File: config.mk
export PLATFORM = sky130hd
export DESIGN_NAME = digital_output_supervisor
export DESIGN_NICKNAME = d
export VERILOG_FILES = /design/src/dos_pkg.sv /design/src/dos_front.sv /design/src/dos_back.sv /design/src/digital_output_supervisor.sv
export SDC_FILE = /design/constraint.sdc
export NUM_CORES = 2
export LEC_CHECK = 0
export BUFFER_PORTS_ARGS = -buffer_cell sky130_fd_sc_hd__clkbuf_2
export CORE_AREA = 4 4 288 402
export DETAILED_ROUTE_END_ITERATION = 16
export DIE_AREA = 0 0 292 406
export PLACE_DENSITY = 0.74
export SYNTH_ARGS = -nofsm -noshare
export SYNTH_HDL_FRONTEND = slang
export SYNTH_SLANG_ARGS = --single-unit
File: constraint.sdc
create_clock -name clk -period 56.6 [get_ports clk]
set_input_delay 11.32 -clock clk [delete_from_list [all_inputs] [get_ports clk]]
set_output_delay 11.32 -clock clk [all_outputs]
set_load 0.005 [all_outputs]
File: src/dos_pkg.sv
`timescale 1ns / 1ps

package dos_pkg;

  // Board storage and field widths
  localparam int BOARDS = 4;
  localparam int WORD_W = 24;
  localparam int QDEPTH = 2;
  localparam int QPW    = $clog2(QDEPTH);
  localparam int QCW    = $clog2(QDEPTH + 1);

  typedef logic [WORD_W-1:0] word_t;

  // Action codes
  localparam logic [3:0] ACT_CMD    = 4'd0;
  localparam logic [3:0] ACT_FORCE  = 4'd1;
  localparam logic [3:0] ACT_FEN    = 4'd2;
  localparam logic [3:0] ACT_RMASK  = 4'd3;
  localparam logic [3:0] ACT_DRIVE  = 4'd4;
  localparam logic [3:0] ACT_SAMPLE = 4'd5;
  localparam logic [3:0] ACT_LED    = 4'd6;
  localparam logic [3:0] ACT_QUERY  = 4'd7;
  localparam logic [3:0] ACT_BRESET = 4'd8;

  // Forcing settings and reported forcing codes
  localparam logic [1:0] SET_FORCE_LOW  = 2'd0;
  localparam logic [1:0] SET_FORCE_HIGH = 2'd1;
  localparam logic [1:0] FRC_NONE = 2'd0;
  localparam logic [1:0] FRC_LOW  = 2'd1;
  localparam logic [1:0] FRC_HIGH = 2'd2;

  // Bit positions and masks
  localparam word_t CHAN_MASK = 24'h7FFFF0;
  localparam word_t LED_BIT   = 24'h000001;
  localparam word_t PWR_BIT   = 24'h000004;
  localparam logic [4:0] CH_FIRST   = 5'd1;
  localparam logic [4:0] CH_LAST    = 5'd19;
  localparam logic [4:0] CH_BIT_OFS = 5'd3;

  // Status bits
  localparam logic [1:0] ST_SUPPLY = 2'b01;
  localparam logic [1:0] ST_CHFAIL = 2'b10;

  // Classified item passed from front to back
  typedef struct packed {
    logic [3:0] action;
    logic [1:0] board;
    word_t      chmask;
    logic [1:0] setting;
    word_t      rmask;
    word_t      readback;
    logic       err;
  } dos_item_t;

endpackage

File: src/dos_front.sv
`timescale 1ns / 1ps

module dos_front (
  input  logic              clk,
  input  logic              rst,
  input  logic              start,
  input  logic [3:0]        action,
  input  logic [1:0]        board,
  input  logic [4:0]        channel,
  input  logic [1:0]        setting,
  input  logic [31:0]       reset_mask,
  input  logic [23:0]       readback,
  input  logic              board_count_we,
  input  logic [2:0]        board_count_wdata,
  input  logic              pop,
  output logic              busy,
  output logic              head_valid,
  output dos_pkg::dos_item_t head
);
  import dos_pkg::*;

  logic [2:0]       board_count;
  dos_item_t        q [QDEPTH];
  logic [QPW-1:0]   wptr, rptr;
  logic [QCW-1:0]   count, count_next;
  dos_item_t        item;
  logic             push;
  logic [4:0]       bitpos;

  // Board count register
  always_ff @(posedge clk) begin
    if (rst) begin
      board_count <= 3'd0;
    end else if (board_count_we) begin
      board_count <= board_count_wdata;
    end
  end

  // Classify the incoming item
  always_comb begin
    bitpos        = channel + CH_BIT_OFS;
    item.action   = action;
    item.board    = board;
    item.setting  = setting;
    item.rmask    = reset_mask[WORD_W-1:0] & CHAN_MASK;
    item.readback = readback;
    item.chmask   = (channel >= CH_FIRST && channel <= CH_LAST) ?
                    (word_t'(1) << bitpos) : '0;
    item.err      = ({1'b0, board} >= board_count) || (32'(board) >= BOARDS);
  end

  assign busy       = (count == QCW'(QDEPTH));
  assign push       = start && !busy;
  assign head_valid = (count != '0);
  assign head       = q[rptr];

  // Item queue between front and back
  always_comb begin
    count_next = count;
    if (push && !pop) begin
      count_next = count + QCW'(1);
    end else if (!push && pop) begin
      count_next = count - QCW'(1);
    end
  end

  always_ff @(posedge clk) begin
    if (rst) begin
      wptr  <= '0;
      rptr  <= '0;
      count <= '0;
    end else begin
      count <= count_next;
      if (push) begin
        wptr <= wptr + QPW'(1);
      end
      if (pop) begin
        rptr <= rptr + QPW'(1);
      end
    end
  end

  always_ff @(posedge clk) begin
    if (push) begin
      q[wptr] <= item;
    end
  end

endmodule

File: src/dos_back.sv
`timescale 1ns / 1ps

module dos_back (
  input  logic               clk,
  input  logic               rst,
  input  logic               head_valid,
  input  dos_pkg::dos_item_t head,
  output logic               pop,
  output logic               done,
  output logic               drive_strobe,
  output logic [23:0]        out_word,
  output logic               last,
  output logic               board_error,
  output logic [1:0]         status,
  output logic [23:0]        filtered_input,
  output logic [23:0]        fail_low_mask,
  output logic [23:0]        fail_high_mask,
  output logic               chan_command,
  output logic [1:0]         chan_forcing,
  output logic               chan_fail_enable
);
  import dos_pkg::*;

  // Per-board state
  word_t      ii  [BOARDS];
  word_t      oi  [BOARDS];
  word_t      cb  [BOARDS];
  word_t      fl  [BOARDS];
  word_t      fh  [BOARDS];
  word_t      fal [BOARDS];
  word_t      fah [BOARDS];
  word_t      fe  [BOARDS];
  word_t      pr  [BOARDS];
  word_t      prr [BOARDS];
  word_t      pfh [BOARDS];
  logic [1:0] st  [BOARDS];

  logic       phase;
  logic [1:0] b;
  word_t      m;
  word_t      ii_n, oi_n, cb_n, fl_n, fh_n, fal_n, fah_n, fe_n, pr_n, prr_n, pfh_n;
  word_t      f1;
  logic [1:0] st_n;
  logic       strobe_n, last_n, upd, is_brst;

  assign b       = head.board;
  assign m       = head.chmask;
  assign is_brst = (head.action == ACT_BRESET) && !head.err;
  // a board reset holds the queue head for its second result
  assign pop     = head_valid && !(is_brst && !phase);
  assign upd     = head_valid && !head.err;

  // Execute the action on the addressed board
  always_comb begin
    ii_n  = ii[b];
    oi_n  = oi[b];
    cb_n  = cb[b];
    fl_n  = fl[b];
    fh_n  = fh[b];
    fal_n = fal[b];
    fah_n = fah[b];
    fe_n  = fe[b];
    pr_n  = pr[b];
    prr_n = prr[b];
    pfh_n = pfh[b];
    st_n  = st[b];
    f1    = '0;
    strobe_n = 1'b0;
    last_n   = 1'b1;
    case (head.action)
      ACT_CMD: begin
        if (m != '0) cb_n = (head.setting != 2'd0) ? (cb_n | m) : (cb_n & ~m);
      end
      ACT_FORCE: begin
        if (m != '0) begin
          fl_n = (head.setting == SET_FORCE_LOW)  ? (fl_n | m) : (fl_n & ~m);
          fh_n = (head.setting == SET_FORCE_HIGH) ? (fh_n | m) : (fh_n & ~m);
        end
      end
      ACT_FEN: begin
        if (m != '0) fe_n = (head.setting != 2'd0) ? (fe_n | m) : (fe_n & ~m);
      end
      ACT_RMASK: begin
        pr_n  = head.rmask;
        fal_n = fal_n & ~head.rmask;
        fah_n = fah_n & ~head.rmask;
        st_n  = st_n & ~ST_CHFAIL;
      end
      ACT_DRIVE: begin
        oi_n     = ~pr_n & (cb_n | fh_n) & ~fl_n;
        pr_n     = '0;
        strobe_n = 1'b1;
      end
      ACT_SAMPLE: begin
        // two-sample filter: a bit changes only when two samples agree
        ii_n  = (ii_n & (head.readback | prr_n)) | (head.readback & prr_n);
        prr_n = head.readback;
        fal_n = fal_n | (fe_n & ~oi_n & ~ii_n);
        f1    = fe_n & oi_n & ii_n;
        fah_n = (fah_n & (f1 | pfh_n)) | (f1 & pfh_n);
        pfh_n = f1;
        if (fal_n != '0 || fah_n != '0) st_n = st_n | ST_CHFAIL;
        if (ii_n[0]) st_n = st_n | ST_SUPPLY;
      end
      ACT_LED: begin
        cb_n = (head.setting != 2'd0) ? (cb_n | LED_BIT) : (cb_n & ~LED_BIT);
      end
      ACT_BRESET: begin
        strobe_n = 1'b1;
        if (!phase) begin
          // power off with all channels held in reset
          ii_n   = '0;
          fal_n  = fal_n & ~CHAN_MASK;
          fah_n  = fah_n & ~CHAN_MASK;
          st_n   = st_n & ~ST_CHFAIL;
          cb_n   = cb_n | PWR_BIT;
          oi_n   = ~CHAN_MASK & (cb_n | fh_n) & ~fl_n;
          pr_n   = '0;
          last_n = 1'b0;
        end else begin
          // power back on
          cb_n = cb_n & ~PWR_BIT;
          oi_n = ~pr_n & (cb_n | fh_n) & ~fl_n;
          pr_n = '0;
        end
      end
      default: begin
      end
    endcase
  end

  // State write-back
  always_ff @(posedge clk) begin
    if (rst) begin
      phase <= 1'b0;
      for (int i = 0; i < BOARDS; i++) begin
        ii[i]  <= '0;
        oi[i]  <= '0;
        cb[i]  <= '0;
        fl[i]  <= '0;
        fh[i]  <= '0;
        fal[i] <= '0;
        fah[i] <= '0;
        fe[i]  <= '0;
        pr[i]  <= '0;
        prr[i] <= '0;
        pfh[i] <= '0;
        st[i]  <= '0;
      end
    end else begin
      if (head_valid) begin
        phase <= is_brst && !phase;
      end
      if (upd) begin
        ii[b]  <= ii_n;
        oi[b]  <= oi_n;
        cb[b]  <= cb_n;
        fl[b]  <= fl_n;
        fh[b]  <= fh_n;
        fal[b] <= fal_n;
        fah[b] <= fah_n;
        fe[b]  <= fe_n;
        pr[b]  <= pr_n;
        prr[b] <= prr_n;
        pfh[b] <= pfh_n;
        st[b]  <= st_n;
      end
    end
  end

  // Result register
  always_ff @(posedge clk) begin
    if (rst) begin
      done <= 1'b0;
    end else begin
      done <= head_valid;
    end
  end

  always_ff @(posedge clk) begin
    if (head_valid) begin
      if (head.err) begin
        drive_strobe     <= 1'b0;
        out_word         <= '0;
        last             <= 1'b1;
        board_error      <= 1'b1;
        status           <= '0;
        filtered_input   <= '0;
        fail_low_mask    <= '0;
        fail_high_mask   <= '0;
        chan_command     <= 1'b0;
        chan_forcing     <= FRC_NONE;
        chan_fail_enable <= 1'b0;
      end else begin
        drive_strobe     <= strobe_n;
        out_word         <= oi_n;
        last             <= last_n;
        board_error      <= 1'b0;
        status           <= st_n;
        filtered_input   <= ii_n;
        fail_low_mask    <= fal_n;
        fail_high_mask   <= fah_n;
        chan_command     <= ((cb_n & m) != '0);
        chan_forcing     <= ((fh_n & m) != '0) ? FRC_HIGH :
                            (((fl_n & m) != '0) ? FRC_LOW : FRC_NONE);
        chan_fail_enable <= ((fe_n & m) != '0);
      end
    end
  end

endmodule

File: src/digital_output_supervisor.sv
`timescale 1ns / 1ps
// Supervisor for up to four 24-bit digital output boards.
// Input: an item (action, board, channel, setting, reset_mask, readback) is
//   taken at a clock edge with start high and busy low. A two-entry queue
//   sits between the accepting front and the executing back, so busy rises
//   only when both entries are taken.
// Output: every item gives one result, a board reset on a valid board gives
//   two on consecutive cycles. Each result is shown for one cycle with done
//   high; last marks the final result of an item. drive_strobe asks for
//   out_word to be written to the board.
// Throughput: one item per cycle, set by the single-ported execute stage
//   working on one board entry per cycle; a board reset holds the queue
//   head for its second result, and busy rises when the queue is full.
// Configuration: board_count is written with board_count_we; the user must
//   do so only while idle, which the block does not enforce. Items for
//   boards at or above it come back with board_error set.
// Reset (rst, synchronous): all board images, masks and status clear,
//   board_count is zero and the queue empties. The receiver cannot stall
//   results; they must be taken in the cycle they appear.
module digital_output_supervisor (
  input  logic        clk,
  input  logic        rst,
  input  logic        start,
  output logic        busy,
  input  logic [3:0]  action,
  input  logic [1:0]  board,
  input  logic [4:0]  channel,
  input  logic [1:0]  setting,
  input  logic [31:0] reset_mask,
  input  logic [23:0] readback,
  input  logic        board_count_we,
  input  logic [2:0]  board_count_wdata,
  output logic        done,
  output logic        drive_strobe,
  output logic [23:0] out_word,
  output logic        last,
  output logic        board_error,
  output logic [1:0]  status,
  output logic [23:0] filtered_input,
  output logic [23:0] fail_low_mask,
  output logic [23:0] fail_high_mask,
  output logic        chan_command,
  output logic [1:0]  chan_forcing,
  output logic        chan_fail_enable
);
  import dos_pkg::*;

  dos_item_t head;
  logic      head_valid;
  logic      pop;

  // Accept, classify and queue
  dos_front u_front (
    .clk               (clk),
    .rst               (rst),
    .start             (start),
    .action            (action),
    .board             (board),
    .channel           (channel),
    .setting           (setting),
    .reset_mask        (reset_mask),
    .readback          (readback),
    .board_count_we    (board_count_we),
    .board_count_wdata (board_count_wdata),
    .pop               (pop),
    .busy              (busy),
    .head_valid        (head_valid),
    .head              (head)
  );

  // Execute and report
  dos_back u_back (
    .clk              (clk),
    .rst              (rst),
    .head_valid       (head_valid),
    .head             (head),
    .pop              (pop),
    .done             (done),
    .drive_strobe     (drive_strobe),
    .out_word         (out_word),
    .last             (last),
    .board_error      (board_error),
    .status           (status),
    .filtered_input   (filtered_input),
    .fail_low_mask    (fail_low_mask),
    .fail_high_mask   (fail_high_mask),
    .chan_command     (chan_command),
    .chan_forcing     (chan_forcing),
    .chan_fail_enable (chan_fail_enable)
  );

endmodule

==> metrics.md <==
| Metric | Value |
|---|---|
| Post-synth EDFFs | `1321` |
| Die area | `119000 um2` |
| Critical-path cell list | `clkbuf_2 > inv_1 > nand2_1 > nor2_4 > nand3_4 > nand2_4 > buf_4 > buf_4 > buf_4` |
| Fmax | `61.6 MHz` |
| Simple-gate portion of the synthesized area | `13.3%` |
| Final period utilization | `28.7%` |
| WHS | `0.501 ns` |
| Top cells by count, synth | `edfxtp_1 (1321), nor2_1 (1084), nand2_1 (279)` |
| Root Driver | `clkbuf_16` |
| Seq pwr share | `41.7%` |
| Logic pwr share | `31.8%` |
| Slowest CP cell | `nand2_4` |
| Initial antenna violation count | `5` |
| Worst min-delay path class | `reg -> reg` |
| DRC errors left | `0` |
| Max cap viols | `0` |
| First-pass GRT wire length | `261000 um` |
| Fraction of layout cells with a size suffix above 1 | `16.3%` |
| Period minus WS final | `16.23 ns` |
| Synth unique cells | `84` |
| Cells after Synth | `4669` |
| Slew Limit Fails | `0` |
| Mux cell area share after synthesis | `12.2%` |
| Setup crit end kind | `register` |
| Sequential cell area fraction in the yosys report | `65.0%` |
| Status | `finished, final reports clean` |
| Hold Path Depth | `2` |
| WP data arrival | `16.57 ns` |
| Hold Path Origin | `u_front.board_count[1]$_SDFFE_PP0P_` |
| Final Hold Viols | `0` |
| Setup_tns | `0 ns` |
| Largest net degree at the start of global routing | `146` |
| Internal cell power | `2.04 mW` |
| Area leader, netlist | `edfxtp_1` |
| Top post-synthesis cells by area | `edfxtp_1 (65%), mux4_2 (8.5%), nor2_1 (6.6%), mux2i_1 (2.9%), nand2_1 (1.7%)` |
| DR vias | `41442` |
| Starting DRT DRC Count | `5539` |
| Clk slew on worst S/H paths | `0.06 ns` |
| Vias per inst | `6.53` |
| Clock sink total | `1331` |
| Most frequent cell after synthesis | `edfxtp_1` |
| Adder-cell share of the synthesized area | `0.308%` |
| IO Count | `183` |
| Fin area | `67700 um2` |
| Crit Path Category | `in -> reg` |
| Core Box Area | `112000 um2` |
| Clock network fraction of total power | `26.6%` |
| R2r setup slk | `49.62 ns` |
| Yosys top cell area share | `64.7%` |
| Fin cells | `6351` |
| XOR/XNOR share of the synthesized area | `0.0572%` |
| Worst slew margin | `16.8%` |
| Number of H-tree levels | `3` |
| R2R cell count | `11` |
| Post-synthesis compound-gate area fraction | `5.94%` |
| Post-synthesis instance area | `61300 um2` |
| Worst VDD drop | `0.0000288 V` |
| Worst Path Buf+Inv | `5` |
| Largest family of logic cells by synthesized area | `simple AND/OR/NAND/NOR gates` |
| Worst skew pair latency | `0.75 ns` |
| Fin nets | `4856` |
| Sw Pwr | `1.11 mW` |
| Post-DP HPWL | `113000 um` |
| Die span in x | `292 um` |
| Clock Tree Buf Depth | `3` |
| Fraction of registers with async set/reset | `0%` |
| Post-CTS Repair Setup Buffers | `0` |
| Lkg Pwr | `24.2 nW` |
| Post-DP Area | `63700 um2` |
| Primary FF master, synth | `edfxtp_1` |
| Global route overflow | `0` |
| Worst Hold End | `u_front.board_count[1]$_SDFFE_PP0P_` |
| Cells after DPL | `6124` |
| Yosys Warn Count | `0` |
| Routed Antenna Nets | `0` |
| Initial Utilization | `54.8%` |
| DR pass1 iterations | `6` |
| Power Density | `46.5 nW/um2` |
| # rows | `145` |
| Final WL | `178000 um` |
| Layout Skew | `0.0374 ns` |
| Avg WL per Cell | `28.1 um` |
| Area Overhead vs Synth | `10.5%` |
| Final setup vio count | `0` |
| Avg Cell Area, Syn | `13.1 um2` |
| Data required time at the worst endpoint | `56.94 ns` |
| All-Layer GR Usage | `29.7%` |
| Slew at the pin closest to its max-slew limit | `1.24 ns` |
| CTS Hold Bufs | `0` |
| Number of port buffers | `169` |
| CTS tree | `yes` |
| Unrepaired setup endpoints after global routing | `no` |
| CP most frequent cell | `buf_4` |
| Die Ht | `406 um` |
| Biggest cell delay along the critical path | `0.92 ns` |
| Crit start category | `input port` |
| Crit-path max FO | `57` |
| RD Place Congestion | `0.897` |
| Total CTS buffers | `121` |
| Vias in the first global route | `40506` |
| R2R Path End | `u_back.status[1]$_SDFFCE_PP0P_` |
| Switching Share | `35.3%` |
| Total power | `3.15 mW` |
| CTS resizes | `0` |
| Crit-path leading delay family | `buffers and inverters` |
| Synth Register Bits | `1331` |
==> logic make-up after synthesis <==
group	Yosys count
flops	1331
simple gates	1862
fa+ha+maj	18
mux	453
buf+inv	412
other cells	1
compound gates	588
xor+xnor	4
==> registers in the layout, indices dropped and copies added (netlist names), 2 cells and up, named ones only <==
name                   flops
u_back.oi                 96
u_back.cb                 96
u_back.fah                96
u_back.filtered_input     24
u_back.fal                96
u_back.pfh                96
u_back.prr                96
u_back.ii                 96
u_back.fail_low_mask      24
u_back.out_word           24
u_back.fail_high_mask     24
u_back.st                  8
u_back.fe                 96
u_front.board_count        3
u_back.status              2
u_front.count              2
u_back.fl                 96
u_back.fh                 96
u_back.pr                 96
u_front.q                152
u_back.chan_forcing        2
==> area by class of cell <==
cell class	count	area [um2]
antenna	1	2.50
clock buffer	141	3180
clock inverter	85	852
fill	8477	44200
inverter	108	413
multi-input combinational	2935	19800
sequential	1331	39900
tap	1470	1840
timing repair buffer	280	1730
==> worst max-delay path by stage <==
stage                         from                              to  slack, ns  cells past startpoint
after detailed placement       rst  u_back.oi[1][17]$_SDFFCE_PN0P_      39.64                      9
after global routing           rst  u_back.fal[1][9]$_SDFFCE_PN0P_      40.21                      9
after global placement         rst   u_back.st[1][0]$_SDFFCE_PN0P_      39.69                      9
after floorplan           register       u_back.cb[3][0]$_DFFE_PP_      26.48                     10
final                          rst  u_back.oi[1][17]$_SDFFCE_PN0P_      40.37                      9
after CTS                      rst  u_back.fal[1][9]$_SDFFCE_PN0P_      40.41                      9
==> cells in the final DEF (no fill, tap or decap), drive strengths merged, types with 8 or more instances in the layout <==
cell type and n:
clkinv 61, maj3 15, nor4 47, and2 87, o21ai 135, nor2 1084
nor3 84, a21o 13, buf 111, or3 33, clkbuf 310, mux4 231
mux2i 176, nand3b 44, nand2b 10, nor3b 22, nand4 10, conb 10
o31ai 14, mux2 46, and3 25, edfxtp 1321, a21oi 175, nand2 279
a221oi 8, bufinv 15, or2 12, o22a 12, nand3 99, dfxtp 10
a211oi 10, a31oi 39, o22ai 56, a22oi 50, inv 112
==> power by group through the flow <==
stage	combinational (mW)	clock (mW)	sequential, mW
global route	1.05	0.884	1.32
floorplan	0.604	0	1.35
global placement	0.970	0	1.32
detailed placement	0.982	0	1.33
finish	1.00	0.836	1.31
CTS	0.988	0.843	1.31
==> per-stage QoR <==
step | worst slack (ns) | utilization (%)
finish | 40.37 | 60.5
global route | 40.21 | 60.5
CTS | 40.41 | 60.5
detailed placement | 39.64 | 56.9
global placement | 39.69 | 56.9
floorplan | 26.48 | -
==> worst register-to-register path: cells and delay by family, from the launching register on <==
kind | cells | cell delay (ns)
compound gates | 1 | 0.11
simple gates | 5 | 1.84
flops | 1 | 0.87
buf+inv | 3 | 2.49
mux | 2 | 1.41
==> routing by layer <==
metal / global-route usage, % / part of all wire [%] / vias to the layer above
li1: - / - / 17654
met1: 36.7 / 34 / 20609
met2: 47.3 / 47 / 2647
met3: 5.52 / 10 / 528
met4: 21.3 / 8.5 / 4
met5: 0 / 0.013 / -
Note: power is estimated with default switching activity, not from simulation.
